**config.mk**
```make
export PLATFORM = sky130hd
export DESIGN_NAME = remote_receiver_frame_decoder
export DESIGN_NICKNAME = d
export VERILOG_FILES = /design/src/design/rrfd_pkg.sv /design/src/design/rrfd_front.sv /design/src/design/rrfd_queue.sv /design/src/design/rrfd_back.sv /design/src/design/remote_receiver_frame_decoder.sv
export SDC_FILE = /design/constraint.sdc
export NUM_CORES = 1
export LEC_CHECK = 0
export BUFFER_PORTS_ARGS = -buffer_cell sky130_fd_sc_hd__buf_2
export CAP_MARGIN = 20
export CORE_MARGIN = 2
export CORE_UTILIZATION = 35
export CTS_CLUSTER_SIZE = 25
export DETAILED_ROUTE_END_ITERATION = 10
export PLACE_DENSITY_LB_ADDON = 0.1
export SYNTH_ARGS = -nofsm -noshare
export SYNTH_HDL_FRONTEND = slang
export SYNTH_SLANG_ARGS = --single-unit
```
**constraint.sdc**
```tcl
create_clock -name clk -period 9.1 [get_ports clk]
set_input_delay 0.455 -clock clk [delete_from_list [all_inputs] [get_ports clk]]
set_output_delay 0.455 -clock clk [all_outputs]
set_load 0.02 [all_outputs]
```
**src/design/rrfd_pkg.sv**
```systemverilog
// ----------------------------------------------------------------------------
// rrfd_pkg
// Shared types and constants of the remote receiver frame decoder.
// ----------------------------------------------------------------------------
package rrfd_pkg;

    localparam int FRAME_BYTES = 18;
    localparam int COUNT_W     = 5;
    localparam int QUEUE_DEPTH = 2;
    localparam int CFG_W       = 11;

    localparam logic [COUNT_W-1:0] COUNT_MAX = 5'd31;

    // action codes of a request
    localparam logic [1:0] ACT_BYTE  = 2'd0;
    localparam logic [1:0] ACT_END   = 2'd1;
    localparam logic [1:0] ACT_QUERY = 2'd2;

    // result kinds
    localparam logic [2:0] KIND_DECODED   = 3'd0;
    localparam logic [2:0] KIND_INVALID   = 3'd1;
    localparam logic [2:0] KIND_BAD_LEN   = 3'd2;
    localparam logic [2:0] KIND_NOT_FIRED = 3'd3;
    localparam logic [2:0] KIND_FIRED     = 3'd4;

    // configuration register indexes
    localparam logic CFG_CHANNEL_OFFSET = 1'b0;
    localparam logic CFG_ERROR_LIMIT    = 1'b1;

    localparam logic [CFG_W-1:0] OFFSET_RESET = 11'd1024;
    localparam logic [CFG_W-1:0] LIMIT_RESET  = 11'd700;

    typedef struct packed {
        logic [1:0]  action;
        logic [7:0]  rx_byte;
        logic [15:0] key_mask;
    } in_item_t;

    typedef struct packed {
        logic [2:0]         kind;
        logic signed [11:0] right_horizontal;
        logic signed [11:0] right_vertical;
        logic signed [11:0] left_horizontal;
        logic signed [11:0] left_vertical;
        logic signed [15:0] dial;
        logic [3:0]         switches;
        logic signed [15:0] mouse_x;
        logic signed [15:0] mouse_y;
        logic signed [15:0] mouse_z;
        logic [15:0]        buttons;
        logic [15:0]        keys;
    } out_item_t;

    typedef struct packed {
        logic signed [11:0] right_horizontal;
        logic signed [11:0] right_vertical;
        logic signed [11:0] left_horizontal;
        logic signed [11:0] left_vertical;
        logic signed [15:0] dial;
        logic [3:0]         switches;
        logic signed [15:0] mouse_x;
        logic signed [15:0] mouse_y;
        logic signed [15:0] mouse_z;
        logic [15:0]        buttons;
        logic [15:0]        keys;
    } record_t;

    typedef enum logic [1:0] {
        OP_DECODE,
        OP_BAD_LENGTH,
        OP_QUERY
    } cmd_op_t;

    typedef struct packed {
        cmd_op_t                         op;
        logic [FRAME_BYTES-1:0][7:0]     frame;
        logic [15:0]                     key_mask;
    } cmd_t;

endpackage

```
**src/design/rrfd_front.sv**
```systemverilog
// ----------------------------------------------------------------------------
// rrfd_front
// Collects frame bytes and turns frame ends and key queries into commands.
// ----------------------------------------------------------------------------
module rrfd_front
    import rrfd_pkg::*;
(
    input  logic     clk,
    input  logic     rst_n,
    input  logic     accept,
    input  in_item_t item,
    output logic     push,
    output cmd_t     push_cmd
);

    logic [COUNT_W-1:0]          byte_count_reg;
    logic [COUNT_W-1:0]          byte_count_next;
    logic [FRAME_BYTES-1:0][7:0] frame_reg;

    always_comb
    begin
        byte_count_next = byte_count_reg;
        push            = 1'b0;
        push_cmd.op     = OP_QUERY;
        push_cmd.frame  = frame_reg;
        push_cmd.key_mask = item.key_mask;
        if (accept)
        begin
            unique case (item.action)
                ACT_BYTE:
                begin
                    // saturate so an overlong frame fails the length check
                    if (byte_count_reg != COUNT_MAX)
                        byte_count_next = byte_count_reg + 1'b1;
                end
                ACT_END:
                begin
                    byte_count_next = '0;
                    push            = 1'b1;
                    push_cmd.op     = (byte_count_reg == COUNT_W'(FRAME_BYTES)) ?
                                      OP_DECODE : OP_BAD_LENGTH;
                end
                ACT_QUERY:
                begin
                    push        = 1'b1;
                    push_cmd.op = OP_QUERY;
                end
                default:
                begin
                    // ignored action: drop
                end
            endcase
        end
    end

    always_ff @(posedge clk or negedge rst_n)
    begin
        if (!rst_n)
            byte_count_reg <= '0;
        else
            byte_count_reg <= byte_count_next;
    end

    always_ff @(posedge clk)
    begin
        if (accept && item.action == ACT_BYTE && byte_count_reg < COUNT_W'(FRAME_BYTES))
            frame_reg[byte_count_reg] <= item.rx_byte;
    end

endmodule

```
**src/design/rrfd_queue.sv**
```systemverilog
// ----------------------------------------------------------------------------
// rrfd_queue
// Short command queue between the byte collector and the decoder.
// ----------------------------------------------------------------------------
module rrfd_queue
    import rrfd_pkg::*;
(
    input  logic clk,
    input  logic rst_n,
    input  logic push,
    input  cmd_t push_cmd,
    input  logic pop,
    output logic full,
    output logic head_valid,
    output cmd_t head
);

    localparam int AW = (QUEUE_DEPTH > 1) ? $clog2(QUEUE_DEPTH) : 1;
    localparam int CW = $clog2(QUEUE_DEPTH + 1);

    cmd_t            entry_reg [QUEUE_DEPTH];
    logic [AW-1:0]   wr_ptr_reg;
    logic [AW-1:0]   rd_ptr_reg;
    logic [CW-1:0]   count_reg;
    logic [CW-1:0]   count_next;

    function automatic logic [AW-1:0] advance(input logic [AW-1:0] ptr);
        if (ptr == AW'(QUEUE_DEPTH - 1))
            return '0;
        return ptr + 1'b1;
    endfunction

    assign full       = (count_reg == CW'(QUEUE_DEPTH));
    assign head_valid = (count_reg != '0);
    assign head       = entry_reg[rd_ptr_reg];

    always_comb
    begin
        count_next = count_reg;
        if (push && !pop)
            count_next = count_reg + 1'b1;
        else if (!push && pop)
            count_next = count_reg - 1'b1;
    end

    always_ff @(posedge clk or negedge rst_n)
    begin
        if (!rst_n)
        begin
            wr_ptr_reg <= '0;
            rd_ptr_reg <= '0;
            count_reg  <= '0;
        end
        else
        begin
            if (push)
                wr_ptr_reg <= advance(wr_ptr_reg);
            if (pop)
                rd_ptr_reg <= advance(rd_ptr_reg);
            count_reg <= count_next;
        end
    end

    always_ff @(posedge clk)
    begin
        if (push)
            entry_reg[wr_ptr_reg] <= push_cmd;
    end

endmodule

```
**src/design/rrfd_back.sv**
```systemverilog
// ----------------------------------------------------------------------------
// rrfd_back
// Decodes frames, answers press-once queries and holds the result register.
// ----------------------------------------------------------------------------
module rrfd_back
    import rrfd_pkg::*;
(
    input  logic             clk,
    input  logic             rst_n,
    input  logic [CFG_W-1:0] channel_offset,
    input  logic [CFG_W-1:0] error_limit,
    input  logic             head_valid,
    input  cmd_t             head,
    output logic             pop,
    output logic             out_valid,
    output out_item_t        out_data,
    input  logic             out_stall
);

    record_t     record_reg;
    record_t     record_next;
    logic [15:0] key_changes_reg;
    logic [15:0] key_changes_next;
    logic [15:0] consumed_reg;
    logic [15:0] consumed_next;
    logic        out_valid_reg;
    out_item_t   out_reg;
    out_item_t   out_next;

    logic [FRAME_BYTES-1:0][7:0] b;
    logic [3:0][10:0]            raw;
    logic [3:0][11:0]            stick;
    logic [3:0][10:0]            magnitude;
    logic                        bad;
    logic [1:0]                  sw0;
    logic [1:0]                  sw1;
    record_t                     fresh;

    assign b      = head.frame;
    assign raw[0] = {b[1][2:0], b[0]};
    assign raw[1] = {b[2][5:0], b[1][7:3]};
    assign raw[2] = {b[4][0], b[3], b[2][7:6]};
    assign raw[3] = {b[5][3:0], b[4][7:1]};
    assign sw0    = b[5][5:4];
    assign sw1    = b[5][7:6];

    always_comb
    begin
        bad = (sw0 == 2'd0) || (sw1 == 2'd0);
        for (int i = 0; i < 4; i++)
        begin
            stick[i]     = {1'b0, raw[i]} - {1'b0, channel_offset};
            magnitude[i] = stick[i][11] ? CFG_W'(-stick[i]) : stick[i][10:0];
            if (magnitude[i] > error_limit)
                bad = 1'b1;
        end
        fresh.right_horizontal = stick[0];
        fresh.right_vertical   = stick[1];
        fresh.left_horizontal  = stick[2];
        fresh.left_vertical    = stick[3];
        fresh.dial             = {b[17], b[16]} - {5'd0, channel_offset};
        fresh.switches         = {sw1, sw0};
        fresh.mouse_x          = 16'd0 - {b[9], b[8]};
        fresh.mouse_y          = 16'd0 - {b[7], b[6]};
        fresh.mouse_z          = {b[11], b[10]};
        fresh.buttons          = {b[13], b[12]};
        fresh.keys             = {b[15], b[14]};
    end

    // advance when the result register is free or being taken
    assign pop       = head_valid && (!out_valid_reg || !out_stall);
    assign out_valid = out_valid_reg;
    assign out_data  = out_reg;

    always_comb
    begin
        record_next      = record_reg;
        key_changes_next = key_changes_reg;
        consumed_next    = consumed_reg;
        out_next         = '0;
        unique case (head.op)
            OP_DECODE:
            begin
                key_changes_next = fresh.keys ^ record_reg.keys;
                if (bad)
                begin
                    record_next   = '0;
                    out_next.kind = KIND_INVALID;
                end
                else
                begin
                    record_next               = fresh;
                    out_next.kind             = KIND_DECODED;
                    out_next.right_horizontal = fresh.right_horizontal;
                    out_next.right_vertical   = fresh.right_vertical;
                    out_next.left_horizontal  = fresh.left_horizontal;
                    out_next.left_vertical    = fresh.left_vertical;
                    out_next.dial             = fresh.dial;
                    out_next.switches         = fresh.switches;
                    out_next.mouse_x          = fresh.mouse_x;
                    out_next.mouse_y          = fresh.mouse_y;
                    out_next.mouse_z          = fresh.mouse_z;
                    out_next.buttons          = fresh.buttons;
                    out_next.keys             = fresh.keys;
                end
            end
            OP_BAD_LENGTH:
            begin
                out_next.kind = KIND_BAD_LEN;
            end
            OP_QUERY:
            begin
                out_next.kind = KIND_NOT_FIRED;
                // released keys re-arm; a fresh press fires once
                if ((record_reg.keys & head.key_mask) == 16'd0)
                    consumed_next = consumed_reg & ~head.key_mask;
                else if ((key_changes_reg & head.key_mask) != 16'd0 &&
                         (consumed_reg & head.key_mask) == 16'd0)
                begin
                    consumed_next = consumed_reg | head.key_mask;
                    out_next.kind = KIND_FIRED;
                end
            end
            default:
            begin
                out_next.kind = KIND_BAD_LEN;
            end
        endcase
    end

    always_ff @(posedge clk or negedge rst_n)
    begin
        if (!rst_n)
        begin
            record_reg      <= '0;
            key_changes_reg <= '0;
            consumed_reg    <= '0;
            out_valid_reg   <= 1'b0;
        end
        else
        begin
            if (pop)
            begin
                record_reg      <= record_next;
                key_changes_reg <= key_changes_next;
                consumed_reg    <= consumed_next;
                out_valid_reg   <= 1'b1;
            end
            else if (!out_stall)
                out_valid_reg <= 1'b0;
        end
    end

    always_ff @(posedge clk)
    begin
        if (pop)
            out_reg <= out_next;
    end

endmodule

```
**src/design/remote_receiver_frame_decoder.sv**
```systemverilog
// ----------------------------------------------------------------------------
// remote_receiver_frame_decoder
// Radio-remote frame collector, decoder and press-once key tracker.
// ----------------------------------------------------------------------------
// The block takes one request per clock while in_stall is low. Byte requests
// are stored in the frame buffer the same cycle; frame-end and key-query
// requests enter a two-entry command queue and leave it through the decoder
// into the result register. in_stall rises only while the command queue is
// full, which happens when out_stall holds a result in the result register
// while two more result-producing requests queue behind it, so three results
// are then waiting inside the block.
// Configuration takes effect on the next command to leave the queue.
// ----------------------------------------------------------------------------
module remote_receiver_frame_decoder
    import rrfd_pkg::*;
(
    input  logic             clk,
    input  logic             rst_n,
    input  logic             in_valid,
    output logic             in_stall,
    input  in_item_t         in_data,
    output logic             out_valid,
    input  logic             out_stall,
    output out_item_t        out_data,
    input  logic             cfg_we,
    input  logic             cfg_index,
    input  logic [CFG_W-1:0] cfg_data
);

    logic [CFG_W-1:0] offset_reg;
    logic [CFG_W-1:0] limit_reg;
    logic             accept;
    logic             push;
    cmd_t             push_cmd;
    logic             pop;
    logic             full;
    logic             head_valid;
    cmd_t             head;

    assign in_stall = full;
    assign accept   = in_valid && !full;

    always_ff @(posedge clk or negedge rst_n)
    begin
        if (!rst_n)
        begin
            offset_reg <= OFFSET_RESET;
            limit_reg  <= LIMIT_RESET;
        end
        else if (cfg_we)
        begin
            unique case (cfg_index)
                CFG_CHANNEL_OFFSET: offset_reg <= cfg_data;
                CFG_ERROR_LIMIT:    limit_reg  <= cfg_data;
                default:            offset_reg <= offset_reg;
            endcase
        end
    end

    rrfd_front u_front (
        .clk      (clk),
        .rst_n    (rst_n),
        .accept   (accept),
        .item     (in_data),
        .push     (push),
        .push_cmd (push_cmd)
    );

    rrfd_queue u_queue (
        .clk        (clk),
        .rst_n      (rst_n),
        .push       (push),
        .push_cmd   (push_cmd),
        .pop        (pop),
        .full       (full),
        .head_valid (head_valid),
        .head       (head)
    );

    rrfd_back u_back (
        .clk            (clk),
        .rst_n          (rst_n),
        .channel_offset (offset_reg),
        .error_limit    (limit_reg),
        .head_valid     (head_valid),
        .head           (head),
        .pop            (pop),
        .out_valid      (out_valid),
        .out_data       (out_data),
        .out_stall      (out_stall)
    );

endmodule
```
# [Word level (Yosys, flattened, before mapping)]
# Memory sizes are Yosys's and may differ from the RTL's.
# Cells that the tools add are included.
# Widths: inputs -> output; s select.
[word_totals] ff_bits=375 ramBits=324 n_memories=1 word_cells=153 out_inout_bits=153 inputBits=43
[classes] n_addsub=16 n_reduce_logical=33 n_lt_le_gt_ge=7 mux=39 n_eq_ne=8 n_bitwise=9
[memory_table] name="u_queue.entry_reg" words=2 width=162 read_ports=1 rd_clocked_by_memory_dff=0 write_ports=1 line="rrfd_queue.sv:21" source="cmd_t entry_reg [QUEUE_DEPTH];"
[op_table] cell="$bwmux 144" n=1
[op_table] cell="$and 16x16->16" n=4
[op_table] cell="$mux 16" n=3
[op_table] cell="$sub 11x11->12" n=4
[op_table] cell="$gt 11x11->1" n=4
[op_table] cell="$mux 11" n=4
[op_table] cell="$neg 11->11" n=4
[op_table] cell="$demux 8 s5" n=1
[op_table] cell="$logic_not 16->1" n=2
[op_table] cell="$sub 1x16->16 const A" n=2
[op_table] cell="$mux 1" n=20
[op_table] cell="$not 16->16" n=1
[op_table] cell="$or 16x16->16" n=1
[op_table] cell="$reduce_bool 16->1" n=1
[op_table] cell="$sub 16x11->16" n=1
[op_table] cell="$xor 16x16->16" n=1
[op_table] cell="$pmux 5 s2" n=1
[op_table] cell="$logic_and 1x1->1" n=8
[op_table] cell="$logic_not 2->1" n=4
[op_table] cell="$mux 2" n=4
[op_table] cell="$mux 8" n=1
[op_table] cell="$reduce_bool 2->1" n=4
[op_table] cell="$eq 2x2->1 const B" n=3
[op_table] cell="$lt 5x6->1 const B" n=1
[op_table] cell="other kinds (19)" n=32

# [Depth between registers and ports, before layout]
# Gate-level depths: netlist of the first run.
# An unclocked memory read counts as a cell.
[logic_depth] word_depth=11 ltp_mapped=30 mapped_depth_nobuf=19

# [Modules after synthesis]
# Synthesis of the first run repeated with hierarchy kept, for this count alone.
[unflattened] cells_unflattened=1992 area_unflattened_um2=30608.1
[by_module_without_submodules] mod="rrfd_back" cells_each=1187 seq_area_each_um2=5760.5 n_inst=1 area_per_inst_um2=12492.0
[by_module_without_submodules] mod="rrfd_queue" cells_each=520 seq_area_each_um2=9829.4 n_inst=1 area_per_inst_um2=12151.7
[by_module_without_submodules] mod="rrfd_front" cells_each=236 seq_area_each_um2=4449.3 n_inst=1 area_per_inst_um2=5071.1
[by_module_without_submodules] mod="remote_receiver_frame_decoder" cells_each=49 seq_area_each_um2=559.3 n_inst=1 area_per_inst_um2=893.4

# [Worst setup path before layout of the first run]
# Ideal clock, no wire load.
[synth_path] path_kind="input to register" startpoint="in in_data[25] (netlist bit)" endpoint="mem u_queue.entry_reg[0][0] (netlist bit) (enable)" setup_ns=0.686 t_arrival_ns=7.581 n_path_buf=0 required_time_ns=8.414 setup_slack_ns=0.834 path_stages=4 path_cell_list="inv_1 -> ha_1 -> nand2_1 -> nor2_1"
[synth_via] elab_chain_cells=6 elab_cells_between_ends=7 classes_between="eq/ne (2); mux (4); reduce/logical (1)"
[synth_lines] item="start: declaration" line="remote_receiver_frame_decoder.sv:21" source="input in_item_t in_data,"
[synth_lines] item="$eq 2x2->1 or $eq 2x1->1 (tied branches)" line="rrfd_front.sv:29" source="unique case (item.action)"
[synth_lines] item="$reduce_or 2->1 (no line) (*)"
[synth_lines] item="$mux 1 (*)" line="rrfd_front.sv:29"
[synth_lines] item="$mux 1 (*)" line="rrfd_front.sv:27" source="if (accept)"
[synth_lines] item="$mux 1 (*)" line="rrfd_queue.sv:66" source="if (push)"
[synth_lines] item="$mux 1 (not written as such) (*)" line="rrfd_queue.sv:67" source="entry_reg[wr_ptr_reg] <= push_cmd;"
[synth_lines] item="end: declaration" line="rrfd_queue.sv:21"
# Mark *: on every way between the ends. The rest lies on a longest branch, timed or not.

# [Worst setup path in the final report of the first run]
[layout_path] startpoint="reg u_queue.rd_ptr_reg" endpoint="reg u_back.out_reg, in the netlist u_back.out_data[146], data pin"
[layout_via] elab_chain_cells=10 elab_cells_between_ends=27 classes_between="add/sub (8); order compare (4); mux (8); bitwise (1); reduce/logical (5); memory (1)"
[layout_lines] item="start: declaration" line="rrfd_queue.sv:23" source="logic [AW-1:0] rd_ptr_reg;"
[layout_lines] item="start signal: assignment" line="rrfd_queue.sv:59" source="rd_ptr_reg <= advance(rd_ptr_reg);"
[layout_lines] item="$mem_v2 2x162 (*)"
[layout_lines] item="$sub 11x11->12" line="rrfd_back.sv:52" source="stick[i] = {1'b0, raw[i]} - {1'b0, channel_offset};"
[layout_lines] item="$neg 11->11" line="rrfd_back.sv:53" source="magnitude[i] = stick[i][11] ? CFG_W'(-stick[i]) : stick[i][10:0];"
[layout_lines] item="$mux 11" line="rrfd_back.sv:53"
[layout_lines] item="$gt 11x11->1" line="rrfd_back.sv:54" source="if (magnitude[i] > error_limit)"
[layout_lines] item="$mux 1 (4 in a row)" line="rrfd_back.sv:54"
[layout_lines] item="$reduce_or 2->1 (no line)"
[layout_lines] item="end signal: assignment" line="rrfd_back.sv:157" source="out_reg <= out_next;"
[layout_lines] item="end: declaration" line="rrfd_back.sv:27" source="out_item_t out_reg;"
# Marks and branches as above.
# A chain may end at the register's enable or synchronous reset.

==> results of run 1 <==
[final timing paths]
kind / slack (ps) / from / depth (start not counted) / to
min: 70 / cfg_data[2] / 3 / offset_reg[2]$_DFFE_PN0P_
max reg2reg: 2380 / u_queue.rd_ptr_reg$_DFFE_PN0P_ / 20 / u_back.out_data[146]$_SDFFCE_PP0P_
max in group asynchronous: 7570 / rst_n / 3 / u_queue.rd_ptr_reg$_DFFE_PN0P_
min reg2reg: 440 / u_front.push_cmd[47]$_DFFE_PP_ / 0 / u_queue.entry_reg[1][47]$_DFFE_PP_
min in group asynchronous: 230 / rst_n / 2 / offset_reg[3]$_DFFE_PN0P_
max: 2380 / u_queue.rd_ptr_reg$_DFFE_PN0P_ / 20 / u_back.out_data[146]$_SDFFCE_PP0P_
[final cells by class]
class / instances / share of cell area (%)
Sequential cell: 699 / 58.2
Multi-Input combinational cell: 1201 / 25.9
Clock buffer: 86 / 5.60
Tap cell: 1144 / 4.04
Timing Repair Buffer: 230 / 3.70
Clock inverter: 57 / 2.03
Inverter: 50 / 0.544
Antenna cell: 1 / 0.00707
[layout by cell type (no fill, tap or decap), types with 30 or more instances in the layout]
| cell | Yosys | final |
|---|---|---|
| buf_2 | 27 | 194 |
| xnor2_1 | 81 | 81 |
| edfxtp_1 | 619 | 619 |
| ha_1 | 113 | 113 |
| dfrtp_1 | 73 | 72 |
| a21oi_1 | 49 | 48 |
| inv_1 | 50 | 49 |
| nor2_1 | 85 | 84 |
| nor3_1 | 161 | 161 |
| nor3b_1 | 30 | 30 |
| mux2_2 | 81 | 81 |
| o21ai_0 | 69 | 69 |
| mux2i_1 | 84 | 84 |
| clkbuf_16 | 0 | 78 |
| xor2_1 | 49 | 49 |
| nand2_1 | 80 | 80 |
[synth_stat cells (10+ instances only)]
cell	count	area share [%]
edfxtp_1	619	61
nor3_1	161	2.7
ha_1	113	4.7
nor2_1	85	1.1
mux2i_1	84	2.8
mux2_2	81	3.0
xnor2_1	81	2.3
nand2_1	80	0.99
dfrtp_1	73	6.0
o21ai_0	69	1.1
inv_1	50	0.62
a21oi_1	49	0.81
xor2_1	49	1.4
clkbuf_1	33	0.41
nor3b_1	30	0.74
nand3_1	28	0.46
buf_2	27	0.45
nor2b_1	23	0.47
a21o_1	22	0.54
o31ai_1	20	0.49
mux2_4	16	0.79
a22o_1	14	0.40
nand4_1	14	0.29
nand2b_1	13	0.27
nand3_2	10	0.33
[report_power, final]
| part | switching (mW) | leakage, nW | internal (mW) | total, mW |
|---|---|---|---|---|
| clock | 1.34 | 1.32 | 1.94 | 3.28 |
| combinational | 3.33 | 4.74 | 1.86 | 5.19 |
| sequential | 0.306 | 6.79 | 4.19 | 4.50 |
[what timing repair did]
action	4_1_cts	5_1_grt
setup buffers	0	0
hold buffers	17	0
hold endpoints to repair	43	0
[cell families (layout without fill, tap and decap cells)]
logic type               after synthesis  count (layout)
AND/OR/NAND/NOR                      500             500
adder cells (fa/ha/maj)              118             118
XOR/XNOR                             130             130
flip-flops                           699             699
other                                  0               1
buffers and inverters                128             423
multiplexers                         188             188
AO/OA/AOI/OAI                        265             265
[worst max-delay path: stages (launching register included)]
cell,delay [ps]
dfrtp_4,1000
mux2i_1,440
ha_1,270
inv_1,70
fa_1,450
a21oi_1,230
o211ai_1,170
nor2_1,220
xnor2_1,150
a211o_1,310
o41ai_1,400
xnor2_1,120
ha_1,300
nand4_1,130
nor3_1,250
nor2_1,60
o31ai_1,60
o21ai_0,250
or4b_4,670
buf_4,390
nor3b_1,490
[metal layers]
metal | part of all wire [%] | GRT usage (%) | routed length (um) | vias to the layer above
met1 | 46 | 23.9 | 35900 | 8760
li1 | - | - | - | 8207
met4 | 2.1 | 4.34 | 1670 | 4
met2 | 48 | 28.8 | 37400 | 413
met3 | 4.2 | 2.98 | 3290 | 111
met5 | 0.035 | 0 | 27 | -
[metrics by stage]
step           utilization, %  power [mW]  area (um2)
6_report                 41.4        13.0       35400
3_5_place_dp             38.0        9.79       32500
4_1_cts                  41.4        13.1       35400
5_1_grt                  41.4        13.8       35400
2_1_floorplan               -        8.38       30300
3_3_place_gp             38.0        9.73       32500
==> results.json, run 1 <==
{
  "tritoncts": "yes",
  "layout_cells_excl_fill": 3468,
  "finish.net_count": 2421,
  "cts_repair_resize_count": 0,
  "crit_path_dat_ps": 7110,
  "grt_pass1_vias": 17700,
  "clkTransAtPathRegs_ps": 60,
  "synth_top_flop_cell": "edfxtp_1",
  "routed_wirelength_normalized_by_instance_count_um": 22.6,
  "post_synth_inst_count": 2028,
  "critical_path_required_ps": 9480,
  "leakage_power_summed_over_all_cells_nw": 12.9,
  "hpwlAfterDp_um": 50000,
  "place.gp.congestion": 0.779,
  "drt_first_pass_iters": 7,
  "path_class": "flop to flop",
  "vdd_ir_drop_max_v": 0.000189,
  "min_period_over_period_pct": 73.9,
  "endpoint_kind": "flop",
  "antenna_violating_nets_post_route": 0,
  "cell_row_count": 107,
  "worstSkewPairLatency_ps": 650,
  "setup.worst_path.start_class": "flop",
  "initial_antenna_violation_count": 7,
  "remaining_drc_errors": 0,
  "synth_fp_nets": 2189,
  "floorplan.initialDensity_pct": 35.5,
  "design.portCount": 196,
  "synth-seq-cells": 699,
  "drt_iter0_drc": 1269,
  "vias": 17500,
  "area.sequential_mm2": 0.0206,
  "die_h_um": 298,
  "clock_tree.buffer_depth": 3,
  "largest_register_ffs": 324,
  "synth.mux.area_fraction_pct": 6.84,
  "finalWorstSetupSlack_ps": 2380,
  "finalSetupViolCount": 0,
  "grt_setup_unrepaired": "false",
  "maxSlewHeadroom_pct": 25.2,
  "synth-adder-area-share_pct": 4.99,
  "place_ws_ps": 2260,
  "filler_instances": 7835,
  "yosys.area_share.simple_pct": 8.70,
  "grt_util_all_layers_pct": 17.4,
  "hold_ws_ps": 74.7,
  "syn_to_final_growth_pct": 16.7,
  "min_clock_period_post_route_ps": 6720,
  "synth-xor-area-share_pct": 3.75,
  "synth_compound_gate_area_share_pct": 5.88,
  "grt_start_max_net_pins": 163,
  "placed_cells": 3305,
  "finalClockSkew_ps": 43.9,
  "core_region_area_mm2": 0.0855,
  "die_x_um": 298,
  "yosysWarnings": 0,
  "drive_gt1_share_pct": 20.4,
  "floorplan.die_area_mm2": 0.0891,
  "final-hold-violation-count": 0,
  "synth_edf_count": 619,
  "fin_setup_tns_ps": 0,
  "worst_hold_path_type": "input port to flop",
  "timing_max_transition_violations_final": 0,
  "synth_top_family_by_area": "simple AND/OR/NAND/NOR gates",
  "syn-cell-area_mm2": 0.0303,
  "finalWirelength_um": 78200,
  "multiInputGateArea_mm2": 0.00918,
  "cts_buffers": 78,
  "crit_path_max_fanout": 72,
  "portBuffers": 195,
  "post_drt_via_cell_ratio": 5.04,
  "max_slew.worst_pin.slew_ps": 1120,
  "async_s_r_ff_share_synth_pct": 11.4,
  "clock-root-buffer": "clkbuf_16",
  "maxCapViolations": 0,
  "globalRouteOverflowTotal": 0,
  "cts_num_sinks": 699,
  "synth_cell_type_count": 81,
  "fmaxAchievable_ghz": 0.149,
  "cts.htree.levels": 3,
  "synthesis.area_per_instance_um2": 15.0,
  "synth_sequential_area_ratio_pct": 67.9,
  "grt_first_pass_wirelength_um": 116000,
  "run_status": "finished, final reports clean",
  "power_density_mw_per_mm2": 366
}
Power figures use the tool's default switching activity.
==> inputs of run 2 (changes only) <==
Clock period 9.1 ns to 5.73 ns, I/O delays scaled along.
==> results.json, run 2 (same netlist as run 1, synthesis figures left out) <==
{
  "crit_top_cell": "a21oi_1",
  "run_status": "finished, final reports clean",
  "path_class": "flop to flop",
  "design.portCount": 196,
  "grt_first_pass_wirelength_um": 116000,
  "clock_tree.buffer_depth": 3,
  "crit_chain": "buf_6 -> mux2_2 -> fa_1 -> a21oi_2 -> o22ai_1 -> o41a_1 -> a21o_1 -> a21oi_1 -> xor2_1 -> xnor2_1 -> ha_1 -> a21oi_1 -> o21ai_1 -> a2111oi_2 -> nor2_1 -> or4b_4 -> buf_12 -> a211oi_2",
  "setup.worst_path.start_class": "flop",
  "cts_num_sinks": 699,
  "finalWorstSetupSlack_ps": 206,
  "clock-root-buffer": "clkbuf_16",
  "diodes": 0,
  "die_h_um": 298,
  "drive_gt1_share_pct": 22.2,
  "critical_path_required_ps": 6110,
  "die_x_um": 298,
  "grt_start_max_net_pins": 106,
  "vdd_ir_drop_max_v": 0.000290,
  "drt_first_pass_iters": 5,
  "maxSlewHeadroom_pct": 31.2,
  "worst_path_max_delay_cell": "or4b_4",
  "finalSetupViolCount": 0,
  "largest_register_ffs": 324,
  "floorplan.initialDensity_pct": 35.5,
  "min-delay-start": "in_valid",
  "drt_iter0_drc": 1093,
  "min_clock_period_post_route_ps": 5520,
  "fin_setup_tns_ps": 0,
  "antenna_violating_nets_post_route": 0,
  "final_common_cell": "edfxtp_1",
  "cell_row_count": 107,
  "globalRouteOverflowTotal": 0,
  "finalClockSkew_ps": 32.8,
  "fmaxAchievable_ghz": 0.181,
  "power_density_mw_per_mm2": 586,
  "leakage_power_summed_over_all_cells_nw": 13.1,
  "tritoncts": "yes",
  "final-hold-violation-count": 0,
  "initial_antenna_violation_count": 5,
  "grt_pass1_vias": 17900,
  "min_period_over_period_pct": 96.4,
  "worstSkewPairLatency_ps": 640,
  "place_ws_ps": -45.5,
  "worst_hold_path_type": "input port to flop",
  "grt_util_all_layers_pct": 17.4,
  "floorplan.die_area_mm2": 0.0891,
  "clkTransAtPathRegs_ps": 60,
  "remaining_drc_errors": 0,
  "cts_buffers": 78,
  "maxCapViolations": 0,
  "layout_cells_excl_fill": 3525,
  "place.gp.congestion": 0.855,
  "portBuffers": 195,
  "routed_wirelength_normalized_by_instance_count_um": 22.3,
  "timing.rr.start": "u_queue.rd_ptr_reg$_DFFE_PN0P_",
  "hpwlAfterDp_um": 51300,
  "finish.net_count": 2478,
  "critical_path.startpoint": "u_queue.rd_ptr_reg$_DFFE_PN0P_",
  "timing_max_transition_violations_final": 0,
  "grt_setup_unrepaired": "false",
  "crit_path_dat_ps": 5910,
  "endpoint_kind": "flop",
  "crit_path_max_fanout": 71,
  "cts.htree.levels": 3,
  "cpPeakStageDelay_ps": 580,
  "core_region_area_mm2": 0.0855,
  "vias": 17500,
  "max_slew.worst_pin.slew_ps": 1030,
  "post_drt_via_cell_ratio": 4.98,
  "syn_to_final_growth_pct": 18.4,
  "most-common-layout-cells": "edfxtp_1, buf_2, nor3_1, ha_1, mux2i_1",
  "finalWirelength_um": 78500,
  "placed_cells": 3345
}
-- run 2: routing by layer --
metal	vias to the layer above	wire [um]	GRT usage, %	share of wire, %
met5	-	32	0	0.041
met4	6	1840	5.37	2.3
met3	111	3440	2.78	4.4
met2	402	37100	28.5	47
met1	8720	36100	23.8	46
li1	8309	-	-	-
-- run 2: cell type report --
class | count | area [um2]
fill | 7865 | 49600
sequential | 699 | 20600
multi-input combinational | 1201 | 9250
clock buffer | 94 | 2030
timing repair buffer | 287 | 1820
tap | 1144 | 1430
clock inverter | 50 | 614
inverter | 50 | 196
-- run 2: final timing paths --
path | to | slack, ps | cells after the start
min in group asynchronous | offset_reg[1]$_DFFE_PN0P_ | 270 | 2
max in group asynchronous | u_back.key_changes_reg[13]$_DFFE_PN0P_ | 4520 | 3
setup / recovery | u_back.out_data[97]$_SDFFCE_PP0P_ | 210 | 18
setup reg to reg | u_back.out_data[97]$_SDFFCE_PP0P_ | 210 | 18
hold reg to reg | u_queue.entry_reg[0][38]$_DFFE_PP_ | 430 | 0
hold / removal | u_front.byte_count_reg[2]$_DFFE_PN0P_ | 130 | 4
-- run 2: worst max-delay path: cells and delay by family, from the launching register on --
kind / cells / cell delay, ps
simple gates: 2 / 720
xor+xnor: 2 / 400
compound gates: 9 / 2000
flops: 1 / 530
mux: 1 / 390
fa+ha+maj: 2 / 740
buf+inv: 2 / 420
-- run 2: per-stage QoR --
| stage | cell area (um2) | hold slack (ps) | utilization [%] | total power, mW |
|---|---|---|---|---|
| 2_1_floorplan | 30400 | -9.09 | - | 13.3 |
| 4_1_cts | 35800 | 92.0 | 41.9 | 21.3 |
| 3_3_place_gp | 32900 | 422 | 38.4 | 15.9 |
| 6_report | 35900 | 130 | 42.0 | 21.1 |
| 3_5_place_dp | 32900 | 427 | 38.4 | 16.0 |
| 5_1_grt | 35900 | 147 | 42.0 | 22.4 |
-- run 2: report_power, final --
part           total (mW)  leakage (nW)  internal, mW  switching (mW)
sequential           7.08          6.79          6.65           0.425
clock                5.17          1.29          3.06            2.11
combinational        8.82          5.04          3.37            5.46
total                21.1          13.1          13.1            7.99
-- run 2: timing repair --
| item | 4_1_cts | 5_1_grt |
|---|---|---|
| resized for setup | 2 | 8 |
| hold buffers | 29 | 0 |
| pin swaps | 0 | 1 |
| endpoints found under the hold margin | 101 | 0 |
| buffers inserted | 0 | 6 |
| setup endpoints to repair | 2 | 97 |
